==> src/sv/cbsm_pkg.sv <==
// Shared types and codes for the channel block sequence monitor.
package cbsm_pkg;

   localparam int MODE_W        = 2;
   localparam int SLOT_W        = 4;
   localparam int CHANNEL_W     = 4;
   localparam int KEY_W         = SLOT_W + CHANNEL_W;
   localparam int SEQ_REQ_W     = 8;
   localparam int STATUS_W      = 2;
   localparam int ENTRY_INDEX_W = 5;
   localparam int COUNT_W       = 32;
   localparam int MARKS_W       = 2;

   // Transaction modes
   localparam logic [MODE_W-1:0] MODE_RECORD = 2'd0;
   localparam logic [MODE_W-1:0] MODE_READ   = 2'd1;
   localparam logic [MODE_W-1:0] MODE_CLEAR  = 2'd2;

   // Result status codes
   localparam logic [STATUS_W-1:0] STATUS_UPDATED   = 2'd0;
   localparam logic [STATUS_W-1:0] STATUS_NEW       = 2'd1;
   localparam logic [STATUS_W-1:0] STATUS_FULL      = 2'd2;
   localparam logic [STATUS_W-1:0] STATUS_NOT_FOUND = 2'd3;

   // Bit positions inside the marks field
   localparam int MARK_UPD_BIT = 0;
   localparam int MARK_GAP_BIT = 1;

   // Request token that walks the cell chain, picking up its result on the way
   typedef struct packed {
      logic                     valid;
      logic                     done;
      logic [MODE_W-1:0]        mode;
      logic [KEY_W-1:0]         key;
      logic                     is_daq;
      logic [SEQ_REQ_W-1:0]     seq;
      logic [STATUS_W-1:0]      status;
      logic [ENTRY_INDEX_W-1:0] index;
      logic [COUNT_W-1:0]       blocks;
      logic [COUNT_W-1:0]       lost;
      logic [MARKS_W-1:0]       marks;
   } token_type;

   // Result transaction as held in the output register
   typedef struct packed {
      logic [STATUS_W-1:0]      status;
      logic [ENTRY_INDEX_W-1:0] entry_index;
      logic [COUNT_W-1:0]       block_count;
      logic [COUNT_W-1:0]       lost_count;
      logic                     gap_seen;
      logic                     updated_seen;
   } rsp_type;

endpackage

==> src/sv/cbsm_cell.sv <==
// One table entry of the monitor chain: holds the entry and serves the passing token.
module cbsm_cell #(
   parameter int INDEX    = 0,
   parameter int SEQ_BITS = 8
) (
   input  logic                clock,
   input  logic                reset,
   input  logic                en,
   input  cbsm_pkg::token_type tok_up,
   output cbsm_pkg::token_type tok_dn
);
   import cbsm_pkg::*;

   logic                 valid_ff, valid_in;
   logic [KEY_W-1:0]     key_ff, key_in;
   logic [COUNT_W-1:0]   blocks_ff, blocks_in;
   logic [COUNT_W-1:0]   lost_ff, lost_in;
   logic [SEQ_BITS-1:0]  last_seq_ff, last_seq_in;
   logic [MARKS_W-1:0]   marks_ff, marks_in;
   token_type            tok_ff, tok_in;

   logic                 hit;
   logic [SEQ_BITS-1:0]  seq_now;
   logic [SEQ_BITS-1:0]  expect_seq;
   logic [COUNT_W-1:0]   blocks_inc;
   logic [COUNT_W-1:0]   lost_inc;

   assign hit        = valid_ff && (key_ff == tok_up.key);
   assign seq_now    = SEQ_BITS'(tok_up.seq);
   assign expect_seq = last_seq_ff + SEQ_BITS'(1'b1);
   // saturating increments
   assign blocks_inc = (blocks_ff == '1) ? blocks_ff : blocks_ff + COUNT_W'(1'b1);
   assign lost_inc   = (lost_ff == '1) ? lost_ff : lost_ff + COUNT_W'(1'b1);

   // Serve the token: update, allocate, read or clear this entry
   always_comb begin
      valid_in    = valid_ff;
      key_in      = key_ff;
      blocks_in   = blocks_ff;
      lost_in     = lost_ff;
      last_seq_in = last_seq_ff;
      marks_in    = marks_ff;
      tok_in      = tok_up;
      if (tok_up.valid) begin
         case (tok_up.mode)
            MODE_RECORD: begin
               if (!tok_up.done && hit) begin
                  blocks_in              = blocks_inc;
                  marks_in[MARK_UPD_BIT] = 1'b1;
                  if (tok_up.is_daq) begin
                     if (seq_now != expect_seq) begin
                        marks_in[MARK_GAP_BIT] = 1'b1;
                        lost_in                = lost_inc;
                     end
                     last_seq_in = seq_now;
                  end
                  tok_in.done   = 1'b1;
                  tok_in.status = STATUS_UPDATED;
                  tok_in.index  = ENTRY_INDEX_W'(INDEX);
                  tok_in.blocks = blocks_in;
                  tok_in.lost   = lost_in;
                  tok_in.marks  = marks_in;
               end else if (!tok_up.done && !valid_ff) begin
                  // first free entry: all earlier entries were checked already
                  valid_in    = 1'b1;
                  key_in      = tok_up.key;
                  blocks_in   = COUNT_W'(1'b1);
                  lost_in     = '0;
                  last_seq_in = seq_now;
                  marks_in    = '0;
                  marks_in[MARK_UPD_BIT] = 1'b1;
                  tok_in.done   = 1'b1;
                  tok_in.status = STATUS_NEW;
                  tok_in.index  = ENTRY_INDEX_W'(INDEX);
                  tok_in.blocks = blocks_in;
                  tok_in.lost   = '0;
                  tok_in.marks  = marks_in;
               end
            end
            MODE_READ: begin
               if (!tok_up.done && hit) begin
                  tok_in.done   = 1'b1;
                  tok_in.status = STATUS_UPDATED;
                  tok_in.index  = ENTRY_INDEX_W'(INDEX);
                  tok_in.blocks = blocks_ff;
                  tok_in.lost   = lost_ff;
                  tok_in.marks  = marks_ff;
                  marks_in      = '0;
               end
            end
            MODE_CLEAR: begin
               valid_in = 1'b0;
            end
            default: begin
            end
         endcase
      end
   end

   // Hold entry and token; advance when the chain is enabled
   always_ff @(posedge clock) begin
      if (reset) begin
         valid_ff     <= 1'b0;
         tok_ff.valid <= 1'b0;
      end else if (en) begin
         valid_ff    <= valid_in;
         key_ff      <= key_in;
         blocks_ff   <= blocks_in;
         lost_ff     <= lost_in;
         last_seq_ff <= last_seq_in;
         marks_ff    <= marks_in;
         tok_ff      <= tok_in;
      end
   end

   assign tok_dn = tok_ff;

endmodule

==> config.mk <==
export PLATFORM = sky130hd
export DESIGN_NAME = cbsm_cell
export DESIGN_NICKNAME = d
export VERILOG_FILES = /design/src/sv/cbsm_pkg.sv /design/src/sv/cbsm_cell.sv
export SDC_FILE = /design/constraint.sdc
export NUM_CORES = 1
export LEC_CHECK = 0
export BUFFER_PORTS_ARGS = -buffer_cell sky130_fd_sc_hd__buf_2
export CORE_UTILIZATION = 56
export CTS_CLUSTER_DIAMETER = 200
export CTS_CLUSTER_SIZE = 40
export DETAILED_ROUTE_END_ITERATION = 16
export PLACE_DENSITY = 0.81
export SLEW_MARGIN = 40
export SYNTH_ARGS = -nofsm -noshare
export SYNTH_HDL_FRONTEND = slang
export SYNTH_SLANG_ARGS = --single-unit
==> constraint.sdc <==
create_clock -name clock -period 8.5 [get_ports clock]
set_input_delay 0.85 -clock clock [delete_from_list [all_inputs] [get_ports clock]]
set_output_delay 0.85 -clock clock [all_outputs]
set_load 0.02 [all_outputs]
==> results of run 1 <==
## synth_stat cells, types with 16 or more instances
master    number  area, µm²
edfxtp_1     175       5260
xor2_1        44        385
nand4_1       25        156
xnor2_1       46        403
and3_1        25        156
o21ai_0       50        250
clkbuf_1      36        135
nor3_1        23        115
nor2_1       121        454
a22oi_1       16        120
a21oi_1       36        180
or3_1         17        106
nand2_1       75        282
nand3_1       35        175
## final cells by class
class                      instances  area (µm²)
fill                            1304        5380
sequential                       177        5300
multi-input combinational        670        4130
timing repair buffer             197        1020
clock buffer                      18         429
tap                              220         275
clock inverter                    12         120
inverter                          13        51.3
## worst max-delay path by stage
stage	from	to	slack [ns]	depth (start not counted)
after floorplan	tok_up[83]	last_seq_ff[0]	1.74	7
after CTS	tok_up[83]	blocks_ff[31]	4.58	8
final	tok_up[83]	tok_dn[20]	4.79	8
after detailed placement	tok_up[83]	blocks_ff[5]	4.16	8
after global routing	tok_up[82]	tok_dn[26]	4.66	8
after global placement	tok_up[83]	last_seq_ff[5]	4.20	8
## kinds of logic after synthesis
kind of cell               count (synthesis)  synth area share
AOI/OAI and AO/OA                        187             0.127
xor gates and xnor gates                  91            0.0843
adders and majority gates                  3           0.00390
buffers and inverters                     58            0.0254
DFF                                      177             0.550
muxes                                      5           0.00520
and+or+nand+nor                          384             0.204
## stage by stage
step | utilization | instance area [µm²]
after global placement | 0.643 | 10700
after CTS | 0.676 | 11300
after global routing | 0.678 | 11300
final | 0.678 | 11300
after floorplan | - | 9620
after detailed placement | 0.643 | 10700
## critical path: stages
cell and delay (ns):
buf_2 0.12, xor2_1 0.17, or3_4 0.38, nor3_4 0.72
nand2_1 0.68, nor2_1 0.66, o21ai_0 0.18, o311ai_0 0.14
## flip-flops by register name, summed over array words and instances (netlist names)
| name | cells |
|---|---|
| lost_ff | 32 |
| key_ff | 8 |
| blocks_ff | 32 |
| tok_dn | 94 |
| marks_ff | 2 |
| valid_ff | 1 |
| last_seq_ff | 8 |
## layer usage
metal / vias up / share of wire / track usage
met5: - / 0.00049 / 0
li1: 3723 / - / -
met1: 3921 / 0.40 / 0.419
met3: 54 / 0.11 / 0.0759
met2: 511 / 0.46 / 0.474
met4: 2 / 0.024 / 0.110
## power groups by stage
stage	combinational (mW)	clock [mW]	sequential, mW
global route	0.172	0.791	0.993
detailed placement	0.157	0	1.01
global placement	0.154	0	1.01
finish	0.161	0.756	0.992
floorplan	0.0575	0	1.04
CTS	0.159	0.761	0.992
==> impl_metrics.csv, run 1 <==
group,metric,value,unit
final_layout,finalNetCount,1176,
yosys,ys_seq_area_frac,0.550,
clock_network,cts_hold_buf,0,
clock_network,htree_levels,4,
power_and_ir_drop,clkPwrFrac,0.396,
clock_network,cts.sinks,177,
sta,slew_viol_final,0,
setup_path,worstSetupEndpointType,"flop",
clock_network,clockRootBuffer,"clkbuf_16",
min_path,hp-start,"tok_dn[93]",
sta,rsz0062_at_grt,"false",
die,coreArea,16700,µm²
power_and_ir_drop,p_comb_frac,0.084,
yosys,synth_edf_count,175,
final_layout,layout.cells.non_filler,1307,
power_and_ir_drop,p_switching,0.442,mW
sta,hold_viol,0,
yosys,synthCells,905,
power_and_ir_drop,pwr-share-seq,0.520,
global_route,antenna_found_initial,1,
power_and_ir_drop,peakVddDrop,0.160,mV
yosys,synth_ff_type,"edfxtp_1",
setup_path,critPathLaunchType,"input pin",
setup_path,r2r_end,"tok_dn[20]",
clock_network,cts_tree,"yes",
place,hpwl,17.8,mm
place,numPortBuffers,190,
run,drv_cap,0,
min_path,worstHoldEndpoint,"tok_dn[93]",
sta,setup_tns,0,ns
final_layout,final_common_cell,"buf_2",
power_and_ir_drop,internal-power,1.47,mW
sta,tightest_slew,0.938,ns
place,dp_cells,1277,
die,dieArea,17700,µm²
final_layout,n_antenna_cell,0,
yosys,yosys_warnings,0,
die,die_h,133,µm
final_layout,syn2layout_area_growth,17.7,%
sta,slew_headroom,0.372,
min_path,whs_path_depth,2,
power_and_ir_drop,p_leak,4.16,nW
sta,min_period_over_period,0.436,
setup_path,r2r_start,"valid_ff",
sta,hold-worst-slack,0.470,ns
power_and_ir_drop,finalPower,1.91,mW
global_route,grt_pass1_vias,7766,
detailed_routing,ant_nets,0,
die,top_level_ports,191,
global_route,grt_pass1_wl,41.4,mm
setup_path,reg2reg_depth,7,
detailed_routing,drt_iter0_markers,939,
power_and_ir_drop,swShare,0.231,
clock_network,post_cts_buffers,0,
min_path,holdCritPathClass,"flop to flop",
clock_network,cts_buffers,17,
detailed_routing,drc,0,
clock_network,cts_resized,0,
final_layout,drive_above_1_share,0.232,
detailed_routing,via_count,8211,
clock_network,insertion_delay,0.44,ns
sta,fin_skew,0.0134,ns
global_route,grt_usage,0.306,
setup_path,path_max_fanout,19,
detailed_routing,dr.pass1.iters,6,
sta,max_clock_freq,270,MHz
die,start_util,0.576,
global_route,grt_max_degree,80,
place,pre_cts_slack,4.16,ns
detailed_routing,routedWlPerCell,20.3,µm
yosys,synth_area,9620,µm²
die,die_w,133,µm
sta,setup_slack,4.79,ns
setup_path,cp.arrival,3.93,ns
final_layout,final_cell_mix,"buf_2 (189), edfxtp_1 (175), nor2_1 (121)",
yosys,ys_ff_latch,177,
yosys,synth.distinct_cells,72,
sta,final-setup-viol-count,0,
detailed_routing,drt_wl_total,26.6,mm
yosys,syn_nets,1005,
power_and_ir_drop,power.density,169,nW/µm²
place,routabilityCongestion,0.949,
clock_network,clk_pin_slew,0.06,ns
yosys,async_flop_share,0,
sta,min_period,3.71,ns
run_status,status,"finished, final reports clean",
yosys,avgSynthCellArea,10.6,µm²
detailed_routing,vias_per_cell,6.28,
setup_path,r2r_slack,4.92,ns
clock_network,clockBufferDepth,2,
setup_path,cp_data_required_time,8.72,ns
die,rows,47,
global_route,grt-ovfl-total,0,
setup_path,critPathKind,"input pin to flop",
No activity file was read; power rests on OpenSTA's default activity.
==> run 2, diff against run 1 <==
- ABC_AREA: not set -> 1
- CORE_UTILIZATION: 56 -> 58
- PLACE_DENSITY: 0.81 -> 0.82
- clock period: 8.5 -> 3.6 ns (I/O delays scaled with it)
==> run 2 against run 1 <==
Combinational power grew to 3.2 times the previous value. Synthesized cell count rose by 72%. Power rose by 140%. Largest cell class is now multi-input combinational cells.
==> impl_metrics.csv, run 2 <==
group,metric,value,unit
clock_network,post_cts_buffers,0,
yosys,yosys_warnings,0,
sta,slew_viol_final,0,
final_layout,final_cell_mix,"nand2_1 (427), inv_1 (205), buf_2 (190)",
sta,setup_slack,0.863,ns
yosys,synth.area.top_cells,"edfxtp_1 (45%), nand2_1 (14%), inv_1 (6.6%), nor2_1 (5.9%), nand3_1 (4.2%)",
power_and_ir_drop,p_leak,5.98,nW
die,dieArea,20800,µm²
clock_network,insertion_delay,0.44,ns
yosys,async_flop_share,0,
yosys,synthCells,1556,
final_layout,largest_reg_flops,94,
yosys,yosysMostFrequentCell,"nand2_1",
die,start_util,0.597,
setup_path,cp_data_required_time,3.78,ns
setup_path,r2r_start,"key_ff[6]",
yosys,synth_top_area_frac,0.448,
setup_path,critPathLaunchType,"flop",
sta,min_period_over_period,0.760,
setup_path,r2r_slack,0.86,ns
min_path,holdCritPathClass,"input pin to flop",
yosys,ys_ff_latch,177,
setup_path,critPathKind,"flop to flop",
clock_network,htree_levels,4,
final_layout,finalNetCount,1834,
final_layout,final_common_cell,"nand2_1",
final_layout,drive_above_1_share,0.177,
sta,final-setup-viol-count,0,
clock_network,clockBufferDepth,2,
die,die_h,144,µm
setup_path,r2r_end,"tok_dn[45]",
global_route,grt-ovfl-total,0,
place,pre_cts_slack,0.830,ns
die,rows,51,
yosys,ys_seq_area_frac,0.451,
min_path,hp-start,"tok_up[86]",
sta,tightest_slew,0.781,ns
clock_network,cts_tree,"yes",
sta,max_clock_freq,365,MHz
power_and_ir_drop,peakVddDrop,0.376,mV
yosys,synth_ff_type,"edfxtp_1",
die,top_level_ports,191,
detailed_routing,routedWlPerCell,18.3,µm
run_status,status,"finished, final reports clean",
global_route,grt_usage,0.361,
setup_path,reg2reg_depth,10,
final_layout,syn2layout_area_growth,15.1,%
clock_network,clk_pin_slew,0.07,ns
final_layout,fin_util,0.687,
clock_network,cts.sinks,177,
clock_network,clockRootBuffer,"clkbuf_16",
yosys,synth_edf_count,175,
global_route,grt_pass1_wl,56.7,mm
detailed_routing,drc,0,
detailed_routing,dr.pass1.iters,6,
power_and_ir_drop,power.density,342,nW/µm²
min_path,whs_path_depth,1,
final_layout,layout.cells.non_filler,2013,
yosys,syn_nets,1656,
global_route,grt_max_degree,64,
detailed_routing,ant_nets,0,
sta,hold-worst-slack,0.137,ns
sta,rsz0062_at_grt,"false",
min_path,worstHoldEndpoint,"tok_dn[86]",
detailed_routing,vias_per_cell,5.74,
yosys,avgSynthCellArea,7.54,µm²
die,coreArea,19700,µm²
global_route,antenna_found_initial,1,
setup_path,path_max_fanout,17,
detailed_routing,via_count,11600,
run,drv_cap,0,
setup_path,worstSetupEndpointType,"flop",
global_route,grt_pass1_vias,10400,
yosys,synth_area,11700,µm²
place,dp_cells,1980,
setup_path,cp.arrival,2.92,ns
sta,hold_viol,0,
sta,fin_skew,0.0126,ns
sta,slew_headroom,0.478,
yosys,synth.distinct_cells,58,
yosys,ys_top_cells_by_count,"nand2_1 (427), inv_1 (206), nor2_1 (183)",
sta,setup_tns,0,ns
clock_network,cts_hold_buf,0,
clock_network,cts_resized,0,
place,hpwl,27.1,mm
clock_network,cts_buffers,17,
detailed_routing,drt_wl_total,36.8,mm
place,routabilityCongestion,0.960,
detailed_routing,drt_iter0_markers,1322,
place,numPortBuffers,190,
yosys,synth_top_area_cell,"edfxtp_1",
die,die_w,144,µm
sta,min_period,2.74,ns
run 2: worst max-delay path by stage:
stage / from / end / cells after the start
final: key_ff[6] / tok_dn[45] / 10
after global routing: key_ff[5] / tok_dn[46] / 11
after CTS: key_ff[3] / marks_ff[1] / 11
after detailed placement: tok_up[88] / tok_dn[45] / 11
after global placement: tok_up[88] / tok_dn[42] / 11
after floorplan: en / last_seq_ff[0] / 5
run 2: kinds of logic after synthesis:
| family | count (synthesis) | synth area share |
|---|---|---|
| compound gates | 218 | 0.104 |
| simple gates | 863 | 0.331 |
| buf+inv | 268 | 0.0911 |
| fa+ha+maj | 3 | 0.00320 |
| xor+xnor | 27 | 0.0202 |
| flops | 177 | 0.451 |
run 2: per-layer routing:
metal,global-route usage,vias up,wire length (µm)
li1,-,5509,-
met1,0.514,5254,15700
met2,0.551,732,16000
met3,0.0811,58,4250
met4,0.0992,0,845
met5,0,-,0
run 2: layout make-up:
type	instances	area (µm²)
fill	1707	6150
clock inverter	13	103
clock buffer	19	433
inverter	216	826
sequential	177	5300
tap	265	332
antenna	1	2.50
multi-input combinational	1111	5390
timing repair buffer	211	1120
run 2: worst max-delay path, stage by stage, from the launching register on:
cell	delay [ns]
edfxtp_1	0.39
xor2_1	0.19
nor3_1	0.18
nor3b_1	0.20
nand2_1	0.30
nand2_1	0.26
nand2_1	0.51
nand2_1	0.19
o21ai_0	0.11
nand2_1	0.07
nand3_1	0.08
run 2: metrics by stage:
| stage | instance area, µm² | total power [mW] |
|---|---|---|
| finish | 13500 | 4.62 |
| detailed placement | 13000 | 2.90 |
| CTS | 13500 | 4.63 |
| floorplan | 11800 | 2.69 |
| global route | 13500 | 4.75 |
| global placement | 13000 | 2.89 |
run 2: where the power goes:
part / internal [mW] / switching (mW)
sequential: 2.33 / 0.0216
combinational: 0.163 / 0.346
clock: 0.897 / 0.865
total: 3.39 / 1.23
